`config.mk`:
```
export PLATFORM = sky130hd
export DESIGN_NAME = point_store_nearest_and_ball_search
export DESIGN_NICKNAME = d
export VERILOG_FILES = /design/src/hw/rtl/psnb_pkg.sv /design/src/hw/rtl/psnb_cell.sv /design/src/hw/rtl/psnb_dist.sv /design/src/hw/rtl/point_store_nearest_and_ball_search.sv
export SDC_FILE = /design/constraint.sdc
export NUM_CORES = 2
export LEC_CHECK = 0
export ABC_AREA = 1
export BUFFER_PORTS_ARGS = -buffer_cell sky130_fd_sc_hd__buf_2
export CORE_MARGIN = 10
export CORE_UTILIZATION = 38
export CTS_CLUSTER_DIAMETER = 50
export DETAILED_ROUTE_END_ITERATION = 12
export PLACE_DENSITY_LB_ADDON = 0.2
export SLEW_MARGIN = 25
export SYNTH_ARGS = -nofsm -noshare
export SYNTH_HDL_FRONTEND = slang
export SYNTH_SLANG_ARGS = --single-unit
```
`constraint.sdc`:
```
create_clock -name i_clk -period 7.4 [get_ports i_clk]
set_clock_uncertainty 0.1 [all_clocks]
set_input_delay 1.48 -clock i_clk [delete_from_list [all_inputs] [get_ports i_clk]]
set_output_delay 1.48 -clock i_clk [all_outputs]
set_load 0.005 [all_outputs]
```
`src/hw/rtl/psnb_pkg.sv`:
```
// ----------------------------------------------------------------------------
// psnb_pkg
// Shared types and codes for the point store with nearest and ball search.
// ----------------------------------------------------------------------------
package psnb_pkg;

    localparam int COORD_W = 16;
    localparam int IDX_W   = 6;
    localparam int DIST_W  = 34;
    localparam int SQ_W    = 32;

    localparam logic [1:0] FUNC_INSERT  = 2'd0;
    localparam logic [1:0] FUNC_NEAREST = 2'd1;
    localparam logic [1:0] FUNC_BALL    = 2'd2;

    localparam logic [1:0] STAT_OK   = 2'd0;
    localparam logic [1:0] STAT_FULL = 2'd1;
    localparam logic [1:0] STAT_NONE = 2'd2;

    typedef struct packed {
        logic [1:0]                 func;
        logic signed [COORD_W-1:0]  pos_x;
        logic signed [COORD_W-1:0]  pos_y;
        logic [COORD_W-1:0]         radius;
    } t_in_item;

    typedef struct packed {
        logic [1:0]        status;
        logic [IDX_W-1:0]  point_index;
        logic [DIST_W-1:0] dist_sq;
        logic              last;
    } t_result;

    // one slot entering the distance pipeline
    typedef struct packed {
        logic             valid;
        logic             tail;
        logic [IDX_W-1:0] idx;
    } t_scan_req;

    // one slot leaving the distance pipeline
    typedef struct packed {
        logic              valid;
        logic              tail;
        logic [IDX_W-1:0]  idx;
        logic [DIST_W-1:0] dsq;
    } t_scan_beat;

endpackage

```
`src/hw/rtl/psnb_cell.sv`:
```
// ----------------------------------------------------------------------------
// psnb_cell
// One storage cell of the point ring: holds one point, loads on insert and
// takes its neighbor's point on every rotate step.
// ----------------------------------------------------------------------------
module psnb_cell (
    input  logic                           i_clk,
    input  logic                           i_shift,
    input  logic                           i_wr,
    input  logic signed [psnb_pkg::COORD_W-1:0] i_wr_x,
    input  logic signed [psnb_pkg::COORD_W-1:0] i_wr_y,
    input  logic signed [psnb_pkg::COORD_W-1:0] i_nb_x,
    input  logic signed [psnb_pkg::COORD_W-1:0] i_nb_y,
    output logic signed [psnb_pkg::COORD_W-1:0] o_x,
    output logic signed [psnb_pkg::COORD_W-1:0] o_y
);
    import psnb_pkg::*;

    logic signed [COORD_W-1:0] r_x;
    logic signed [COORD_W-1:0] r_y;

    always_ff @(posedge i_clk) begin
        if (i_wr) begin
            r_x <= i_wr_x;
            r_y <= i_wr_y;
        end else if (i_shift) begin
            r_x <= i_nb_x;
            r_y <= i_nb_y;
        end
    end

    assign o_x = r_x;
    assign o_y = r_y;

endmodule

```
`src/hw/rtl/psnb_dist.sv`:
```
// ----------------------------------------------------------------------------
// psnb_dist
// Squared distance pipeline: absolute differences, then squares, then the sum
// on the way out.
// ----------------------------------------------------------------------------
module psnb_dist (
    input  logic                                i_clk,
    input  logic                                i_rst_n,
    input  psnb_pkg::t_scan_req                 i_req,
    input  logic signed [psnb_pkg::COORD_W-1:0] i_px,
    input  logic signed [psnb_pkg::COORD_W-1:0] i_py,
    input  logic signed [psnb_pkg::COORD_W-1:0] i_qx,
    input  logic signed [psnb_pkg::COORD_W-1:0] i_qy,
    output psnb_pkg::t_scan_beat                o_beat
);
    import psnb_pkg::*;

    logic signed [COORD_W:0] w_dx;
    logic signed [COORD_W:0] w_dy;
    logic [COORD_W-1:0]      n_ax;
    logic [COORD_W-1:0]      n_ay;

    t_scan_req          r_req1;
    logic [COORD_W-1:0] r_ax;
    logic [COORD_W-1:0] r_ay;
    t_scan_req          r_req2;
    logic [SQ_W-1:0]    r_sx;
    logic [SQ_W-1:0]    r_sy;

    always_comb begin
        w_dx = (COORD_W+1)'(i_qx) - (COORD_W+1)'(i_px);
        w_dy = (COORD_W+1)'(i_qy) - (COORD_W+1)'(i_py);
        n_ax = w_dx[COORD_W] ? COORD_W'(-w_dx) : w_dx[COORD_W-1:0];
        n_ay = w_dy[COORD_W] ? COORD_W'(-w_dy) : w_dy[COORD_W-1:0];
    end

    always_ff @(posedge i_clk) begin
        if (!i_rst_n) begin
            r_req1 <= '0;
            r_req2 <= '0;
        end else begin
            r_req1 <= i_req;
            r_req2 <= r_req1;
        end
    end

    always_ff @(posedge i_clk) begin
        r_ax <= n_ax;
        r_ay <= n_ay;
        r_sx <= SQ_W'(r_ax) * SQ_W'(r_ax);
        r_sy <= SQ_W'(r_ay) * SQ_W'(r_ay);
    end

    always_comb begin
        o_beat.valid = r_req2.valid;
        o_beat.tail  = r_req2.tail;
        o_beat.idx   = r_req2.idx;
        o_beat.dsq   = DIST_W'(r_sx) + DIST_W'(r_sy);
    end

endmodule

```
`src/hw/rtl/point_store_nearest_and_ball_search.sv`:
```
// ----------------------------------------------------------------------------
// point_store_nearest_and_ball_search
// Store of up to CAPACITY 2D points with nearest-point and radius search.
// ----------------------------------------------------------------------------
// An insert's result is registered and appears in the cycle after start;
// busy stays low. A nearest or ball query rotates the whole ring of point
// cells once, one cell per cycle, and the head cell feeds a two-register
// squared-distance pipeline; the busy time of a query does not depend on the
// fill level, and its last result appears in the same cycle that busy drops.
// Results come out one per cycle on o_strobe and cannot be held off: a ball
// query emits each match in storage order with last set on the final one,
// or one none result. The ring rotation sets the query time.
// ----------------------------------------------------------------------------
module point_store_nearest_and_ball_search #(
    parameter int CAPACITY = 64
) (
    input  logic                i_clk,
    input  logic                i_rst_n,
    input  logic                start,
    input  psnb_pkg::t_in_item  i_item,
    output logic                busy,
    output logic                o_strobe,
    output psnb_pkg::t_result   o_result
);
    import psnb_pkg::*;

    localparam int CNT_W = $clog2(CAPACITY + 1);

    localparam logic [1:0] ST_IDLE  = 2'd0;
    localparam logic [1:0] ST_ISSUE = 2'd1;
    localparam logic [1:0] ST_DRAIN = 2'd2;

    logic [1:0]                r_state;
    logic [CNT_W-1:0]          r_count;
    logic [CNT_W-1:0]          r_issue;
    logic [1:0]                r_func;
    logic signed [COORD_W-1:0] r_qx;
    logic signed [COORD_W-1:0] r_qy;
    logic [SQ_W-1:0]           r_r2;

    logic                      r_found;
    logic [IDX_W-1:0]          r_best_i;
    logic [DIST_W-1:0]         r_best_d;

    logic                      r_out_vld;
    t_result                   r_out;

    logic                      n_found;
    logic [IDX_W-1:0]          n_best_i;
    logic [DIST_W-1:0]         n_best_d;
    logic                      n_out_vld;
    t_result                   n_out;
    logic [1:0]                n_state;
    logic [CNT_W-1:0]          n_count;
    logic [CNT_W-1:0]          n_issue;

    logic                      w_accept;
    logic                      w_ins;
    logic                      w_shift;
    t_scan_req                 w_req;
    t_scan_beat                w_beat;

    logic signed [COORD_W-1:0] w_x [CAPACITY];
    logic signed [COORD_W-1:0] w_y [CAPACITY];

    assign busy     = (r_state != ST_IDLE);
    assign w_accept = start && !busy;
    assign w_ins    = w_accept && (i_item.func == FUNC_INSERT)
                      && (r_count < CNT_W'(CAPACITY));
    assign w_shift  = (r_state == ST_ISSUE) && (r_issue < CNT_W'(CAPACITY));

    // ring of cells; cell 0 is the head that feeds the pipeline
    for (genvar k = 0; k < CAPACITY; k++) begin : g_cell
        psnb_cell u_cell (
            .i_clk   (i_clk),
            .i_shift (w_shift),
            .i_wr    (w_ins && (r_count == CNT_W'(k))),
            .i_wr_x  (i_item.pos_x),
            .i_wr_y  (i_item.pos_y),
            .i_nb_x  (w_x[(k + 1) % CAPACITY]),
            .i_nb_y  (w_y[(k + 1) % CAPACITY]),
            .o_x     (w_x[k]),
            .o_y     (w_y[k])
        );
    end

    always_comb begin
        w_req.valid = w_shift && (r_issue < r_count);
        w_req.tail  = (r_state == ST_ISSUE) && (r_issue == CNT_W'(CAPACITY));
        w_req.idx   = IDX_W'(r_issue);
    end

    psnb_dist u_dist (
        .i_clk   (i_clk),
        .i_rst_n (i_rst_n),
        .i_req   (w_req),
        .i_px    (w_x[0]),
        .i_py    (w_y[0]),
        .i_qx    (r_qx),
        .i_qy    (r_qy),
        .o_beat  (w_beat)
    );

    always_comb begin
        n_state   = r_state;
        n_count   = r_count;
        n_issue   = r_issue;
        n_found   = r_found;
        n_best_i  = r_best_i;
        n_best_d  = r_best_d;
        n_out_vld = 1'b0;
        n_out     = r_out;

        case (r_state)
            ST_IDLE: begin
                if (w_accept) begin
                    case (i_item.func)
                        FUNC_INSERT: begin
                            n_out_vld         = 1'b1;
                            n_out.dist_sq     = '0;
                            n_out.last        = 1'b1;
                            if (w_ins) begin
                                n_out.status      = STAT_OK;
                                n_out.point_index = IDX_W'(r_count);
                                n_count           = r_count + 1'b1;
                            end else begin
                                n_out.status      = STAT_FULL;
                                n_out.point_index = '0;
                            end
                        end
                        FUNC_NEAREST, FUNC_BALL: begin
                            n_state = ST_ISSUE;
                            n_issue = '0;
                            n_found = 1'b0;
                        end
                        default: begin
                        end
                    endcase
                end
            end
            ST_ISSUE: begin
                n_issue = r_issue + 1'b1;
                if (r_issue == CNT_W'(CAPACITY)) begin
                    n_state = ST_DRAIN;
                end
            end
            ST_DRAIN: begin
            end
            default: begin
                n_state = ST_IDLE;
            end
        endcase

        // consume pipeline beats
        if (w_beat.valid) begin
            if (r_func == FUNC_NEAREST) begin
                if (!r_found || (w_beat.dsq < r_best_d)) begin
                    n_found  = 1'b1;
                    n_best_i = w_beat.idx;
                    n_best_d = w_beat.dsq;
                end
            end else if (w_beat.dsq <= DIST_W'(r_r2)) begin
                // flush the held match, hold the new one
                if (r_found) begin
                    n_out_vld         = 1'b1;
                    n_out.status      = STAT_OK;
                    n_out.point_index = r_best_i;
                    n_out.dist_sq     = r_best_d;
                    n_out.last        = 1'b0;
                end
                n_found  = 1'b1;
                n_best_i = w_beat.idx;
                n_best_d = w_beat.dsq;
            end
        end else if (w_beat.tail) begin
            n_out_vld  = 1'b1;
            n_out.last = 1'b1;
            if (r_found) begin
                n_out.status      = STAT_OK;
                n_out.point_index = r_best_i;
                n_out.dist_sq     = r_best_d;
            end else begin
                n_out.status      = STAT_NONE;
                n_out.point_index = '0;
                n_out.dist_sq     = '0;
            end
            n_state = ST_IDLE;
        end
    end

    always_ff @(posedge i_clk) begin
        if (!i_rst_n) begin
            r_state   <= ST_IDLE;
            r_count   <= '0;
            r_issue   <= '0;
            r_found   <= 1'b0;
            r_out_vld <= 1'b0;
        end else begin
            r_state   <= n_state;
            r_count   <= n_count;
            r_issue   <= n_issue;
            r_found   <= n_found;
            r_out_vld <= n_out_vld;
        end
    end

    always_ff @(posedge i_clk) begin
        r_best_i <= n_best_i;
        r_best_d <= n_best_d;
        r_out    <= n_out;
        if (w_accept) begin
            r_func <= i_item.func;
            r_qx   <= i_item.pos_x;
            r_qy   <= i_item.pos_y;
            r_r2   <= SQ_W'(i_item.radius) * SQ_W'(i_item.radius);
        end
    end

    assign o_strobe = r_out_vld;
    assign o_result = r_out;

endmodule
```
* Yosys cells after proc, flatten, opt, wreduce, memory -nomap -nowiden
Cells that the tools add are included.
** Storage, ports and cells
- Logic and storage cells :: 685
- Bits in registers :: 2327
- Bits of input ports :: 53
- Output and inout port bits :: 45
** Operators by class
- $add $sub $neg :: 7
- Multiply operators :: 3
- Magnitude comparators :: 5
- Equality and inequality tests :: 72
- Multiplexer cells :: 298
- Reduce and logical (&&, ||, !) cells :: 147
** Operator list (number)
- 2-to-1 mux 16 bit :: 258
- 2-to-1 mux 43 bit :: 8
- equality test 7 x 6 -> 1 bit, second input constant :: 32
- nonzero test 2 bit :: 67
- equality test 7 x 5 -> 1 bit, second input constant :: 16
- 2-to-1 mux 34 bit :: 3
- multiplier 16 x 16 -> 32 bit :: 3
- logical AND 1 bit :: 70
- equality test 7 x 4 -> 1 bit, second input constant :: 8
- 2-to-1 mux 42 bit :: 1
- less-or-equal comparator 34 x 32 -> 1 bit :: 1
- less-than comparator 34 bit :: 1
- subtractor 16 x 16 -> 17 bit :: 2
- adder 32 x 32 -> 33 bit :: 1
- negation 16 bit :: 2
- equality test 7 x 3 -> 1 bit, second input constant :: 4
- 2-to-1 mux 7 bit :: 3
- 2-to-1 mux 6 bit :: 3
- 2-to-1 mux 1 bit :: 15
- adder 7 x 1 -> 7 bit, second input constant :: 2
- equality test 7 x 2 -> 1 bit, second input constant :: 2
- less-than comparator 7 bit, second input constant :: 2
- case mux 7 bit (2 select lines) :: 1
- 2-to-1 mux 2 bit :: 5
- other kinds (15) :: 22

* Longest topological paths before layout
- Word-level depth :: 13
- Mapped depth :: 31
- Gate-level depth less buffers :: 30

* Cells and area by module
Synthesis repeated with hierarchy kept, for this count alone.
** Second synthesis, totals
- Cell total of the unflattened synthesis :: 13554
- Area total of the unflattened synthesis :: 127644.9 um2
** By module, submodules not included
- psnb_cell :: sequential area each 960.9 um2, cells each 137, instances 64, area an instance 1401.3 um2
- psnb_dist :: sequential area each 2202.1 um2, cells each 2819, instances 1, area an instance 21489.4 um2
- point_store_nearest_and_ball_search :: sequential area each 4374.2 um2, cells each 1967, instances 1, area an instance 16469.5 um2

* Worst setup path before layout
OpenSTA, ideal clock, no wires.
- Kind :: input port to flip-flop
- Start :: input port i_item[13] in the netlist's numbering
- End :: register r_r2[27] (data pin)
- Arrival time :: 6.629 ns
- Setup time :: 0.260 ns
- Path slack :: 0.411 ns
- Buffers on the path :: 2
- Data required time :: 7.040 ns
- Stages :: 22
- Path through :: clkbuf_1 > clkbuf_1 > nand2_1 > fa_1 > fa_1 > inv_1 > fa_1 > fa_1 > fa_1 > inv_1 > fa_1 > inv_1 > ha_1 > a21oi_1 > o21a_1 > o21ai_0 > a21oi_1 > o21bai_1 > a21o_1 > nand2_1 > nand2_1 > xor2_1
** On the way
- Cells in the longest elaborated chain, start to end :: 1
** Ends and longest elaborated chain
- start, declared :: RTL line point_store_nearest_and_ball_search.sv:20 : input psnb_pkg::t_in_item i_item,
- multiplier 16 x 16 -> 32 bit :: RTL line point_store_nearest_and_ball_search.sv:215 : r_r2 <= SQ_W'(i_item.radius) * SQ_W'(i_item.radius);
- end signal, assigned :: RTL line point_store_nearest_and_ball_search.sv:215
- end, declared :: RTL line point_store_nearest_and_ball_search.sv:39 : logic [SQ_W-1:0] r_r2;
Every way passes these cells.
A chain may end at the register's enable or synchronous reset.

* Final worst setup path
- Start :: register u_dist.r_ax[13]
- End :: register u_dist.r_sx[31]
** On the way
- Cells in the longest elaborated chain, start to end :: 1
** Ends and longest elaborated chain
- start, declared :: RTL line psnb_dist.sv:24 : logic [COORD_W-1:0] r_ax;
- start signal, assigned :: RTL line psnb_dist.sv:48 : r_ax <= n_ax;
- multiplier 16 x 16 -> 32 bit :: RTL line psnb_dist.sv:50 : r_sx <= SQ_W'(r_ax) * SQ_W'(r_ax);
- end signal, assigned :: RTL line psnb_dist.sv:50
- end, declared :: RTL line psnb_dist.sv:27 : logic [SQ_W-1:0] r_sx;
Every way passes these cells.

==> reports/summary.txt <==
RSZ-0062 raised after global routing - false
Commonest non-fill, non-tap cell in the layout - nand2_1
Root Buffer - clkbuf_16
Core footprint - 312000 um^2
Startpoint Class - flop
Seq/Total Area, Yosys - 57.2%
Final period util - 85.8%
Critical Path Max Stage Delay - 0.99 ns
Sink Count - 2323
Post-detailed-route wirelength per cell - 20.9 um
I/O Pins - 98
Fraction of layout cells with a size suffix above 1 - 7.91%
Final ANT Viol Nets - 0
Multiplexer share of the synthesized area - 0%
Clock transition at path regs - 0.06 ns
Clk_lat worst skew - 0.90 ns
Resize count post-CTS - 0
Max Clk Rate - 158 MHz
Syn Std Cell Area - 119000 um^2
Distinct cells, synth - 57
Setup violators final - 0
Port bufs - 97
Vias per inst - 5.25
Met3 wire len - 19.9 mm
Critical Path Sink Type - flop
Placed cell count - 15100
Mapped Nets - 12400
Crit path DAT - 6.97 ns
CTS tree - done
CP Cell Sequence - nand2_1 -> fa_1 -> fa_1 -> inv_1 -> fa_1 -> fa_1 -> fa_1 -> inv_1 -> fa_1 -> inv_1 -> ha_1 -> a21oi_1 -> o21ai_0 -> a21oi_1 -> nand3_1 -> a21oi_1 -> o21ai_0 -> xor2_1
Final hold viol count - 0
Final net count - 12200
Post-CTS Repair Setup Buffers - 0
Clk buf depth - 4
CP required - 8.02 ns
Simple-Gate Fraction of Synth Area - 11.4%
Slew Viols, Final - 0
Worst slack, placed - 0.234 ns
Post-CTS Hold Buffers - 0
Yosys top cell by area - edfxtp_1
Syn Inst Count - 11400
TritonCTS Buffers - 309
Largest net degree at the start of global routing - 66
DR pass1 iterations - 8
Post-synth top area share - 54.3%
Largest family of logic cells by synthesized area - adder cells
Compound-cell area share of the yosys netlist - 10.8%
Die span in x - 580 um
Final Instance Count excl. Fillers - 15700
Post-synthesis register bit count - 2323
Initial antenna violation count - 24
WS Path Type - reg2reg
Worst setup margin - 1.05 ns
Post-synthesis xor/xnor area fraction - 1.36%
Met2 routed WL - 147 mm
Via count - 82200
Top Layer Used - met4
Worst-margin pin slew - 1.12 ns
Worst Hold Class - reg2reg
P&R area growth vs syn - 12.5%
Synth Area in Adders - 12.8%
Setup TNS Final - 0 ns
GR Overflow Total - 0
Max cap viols - 0
Met1 WL - 151 mm
Worst path most repeated cell - fa_1
Initial core utilization - 38.1%
Routability cong. - 0.849
Vias in the first global route - 83200
Slowest cell on crit path - dfxtp_1
Core Rows - 205
CP Max Fanout - 19
Gr usage total - 19.1%
WL final - 327 mm
Residual DRC - 0
Yosys warns - 0
Tmin final - 6.35 ns
Fillers - 29800
Largest cells by area after synthesis - edfxtp_1 (54%), nand2_1 (9.6%), o21ai_0 (8.9%)
Relative slew slack - 25.5%
First-pass GRT wire length - 506 mm
Chip Height - 580 um
Die area - 336000 um^2
Avg Inst Size Synth - 10.4 um^2
Most frequent cells in the layout - nand2_1 (3003), edfxtp_1 (2152), o21ai_0 (2125)
Outcome - finished, final reports clean
H-tree Lvls - 5
Initial DRC Count - 7856
DP Wirelength - 213 mm
[routing by layer]
layer / track usage [%] / vias up
met4: 4.87 / 0
met1: 28.1 / 41200
met2: 30.0 / 2496
met5: 0 / -
li1: - / 38000
met3: 2.48 / 515
[layout make-up]
type	count	area (um^2)	area share [%]
antenna	7	17.5	0.0131
clock inverter	185	2100	1.57
timing repair buffer	310	2120	1.58
clock buffer	368	8150	6.09
sequential	2323	68000	50.9
multi-input combinational	7104	43500	32.5
inverter	1220	4650	3.48
tap	4140	5180	3.87
[critical path, delay by kind of cell (launching register included)]
kind                       cells  cell delay [ns]
DFF                            1             0.99
AOI/OAI and AO/OA              5             1.01
adders and majority gates      7             3.43
buffers and inverters          3             0.14
and+or+nand+nor                2             0.37
xor gates and xnor gates       1             0.17
[cells in the mapped netlist, drive strengths merged]
master   instances
nor3b            1
and3             1
clkbuf         699
fa             489
o22ai           21
a311oi           2
o311ai           1
o32ai            6
o2111ai          4
o21bai          12
a211oi           7
buf             80
a21boi           9
nor4             7
a31oi           15
a21o            16
xor2           117
or3              1
clkinv          35
nand3          118
a22oi            5
nor2           204
inv           1185
nand4           65
o221ai          10
o21ai         2161
o31ai            4
nor3            34
ha             437
nand2         3062
dfxtp          171
a31o             3
or2              7
o211ai          12
o21a             8
a32oi            3
edfxtp        2152
xnor2           67
a221oi           1
a21oi          194
[path summary, 6_finish.rpt]
| check | end | start | slack (ns) | cells past startpoint |
|---|---|---|---|---|
| min | r_best_i[5] | u_dist.o_beat[39] | 0.31 | 0 |
| max | u_dist.r_sx[31] | u_dist.r_ax[13] | 1.05 | 18 |
| min reg2reg | r_best_i[5] | u_dist.o_beat[39] | 0.31 | 0 |
| max reg2reg | u_dist.r_sx[31] | u_dist.r_ax[13] | 1.05 | 18 |
[cell families (layout without fill, tap and decap cells)]
family                     after synthesis  count (layout)
DFF                                   2323            2323
adders and majority gates              926             926
buffers and inverters                 1999            2083
AOI/OAI and AO/OA                     2494            2494
other                                    0               7
and+or+nand+nor                       3500            3500
xor gates and xnor gates               184             184
[sequential cells by signal, summed over array words and instances (netlist names), 31 cells and up]
name and cells:
g_cell.u_cell.o_x 1024, g_cell.u_cell.o_y 1024, o_result 43, r_best_d 33, r_r2 31, u_dist.r_sx 31
u_dist.r_sy 31
[per-stage QoR]
step,hold slack [ns],utilization [%],instance area [um^2]
floorplan,0.229,-,119000
detailed placement,0.295,39.6,123000
finish,0.305,42.9,134000
global placement,0.289,39.6,123000
CTS,0.308,42.9,134000
global route,0.319,42.9,134000
Power is left out: the tool's default activity adds up to more than one toggle a clock period on the data nets, which glitch-free logic cannot reach.
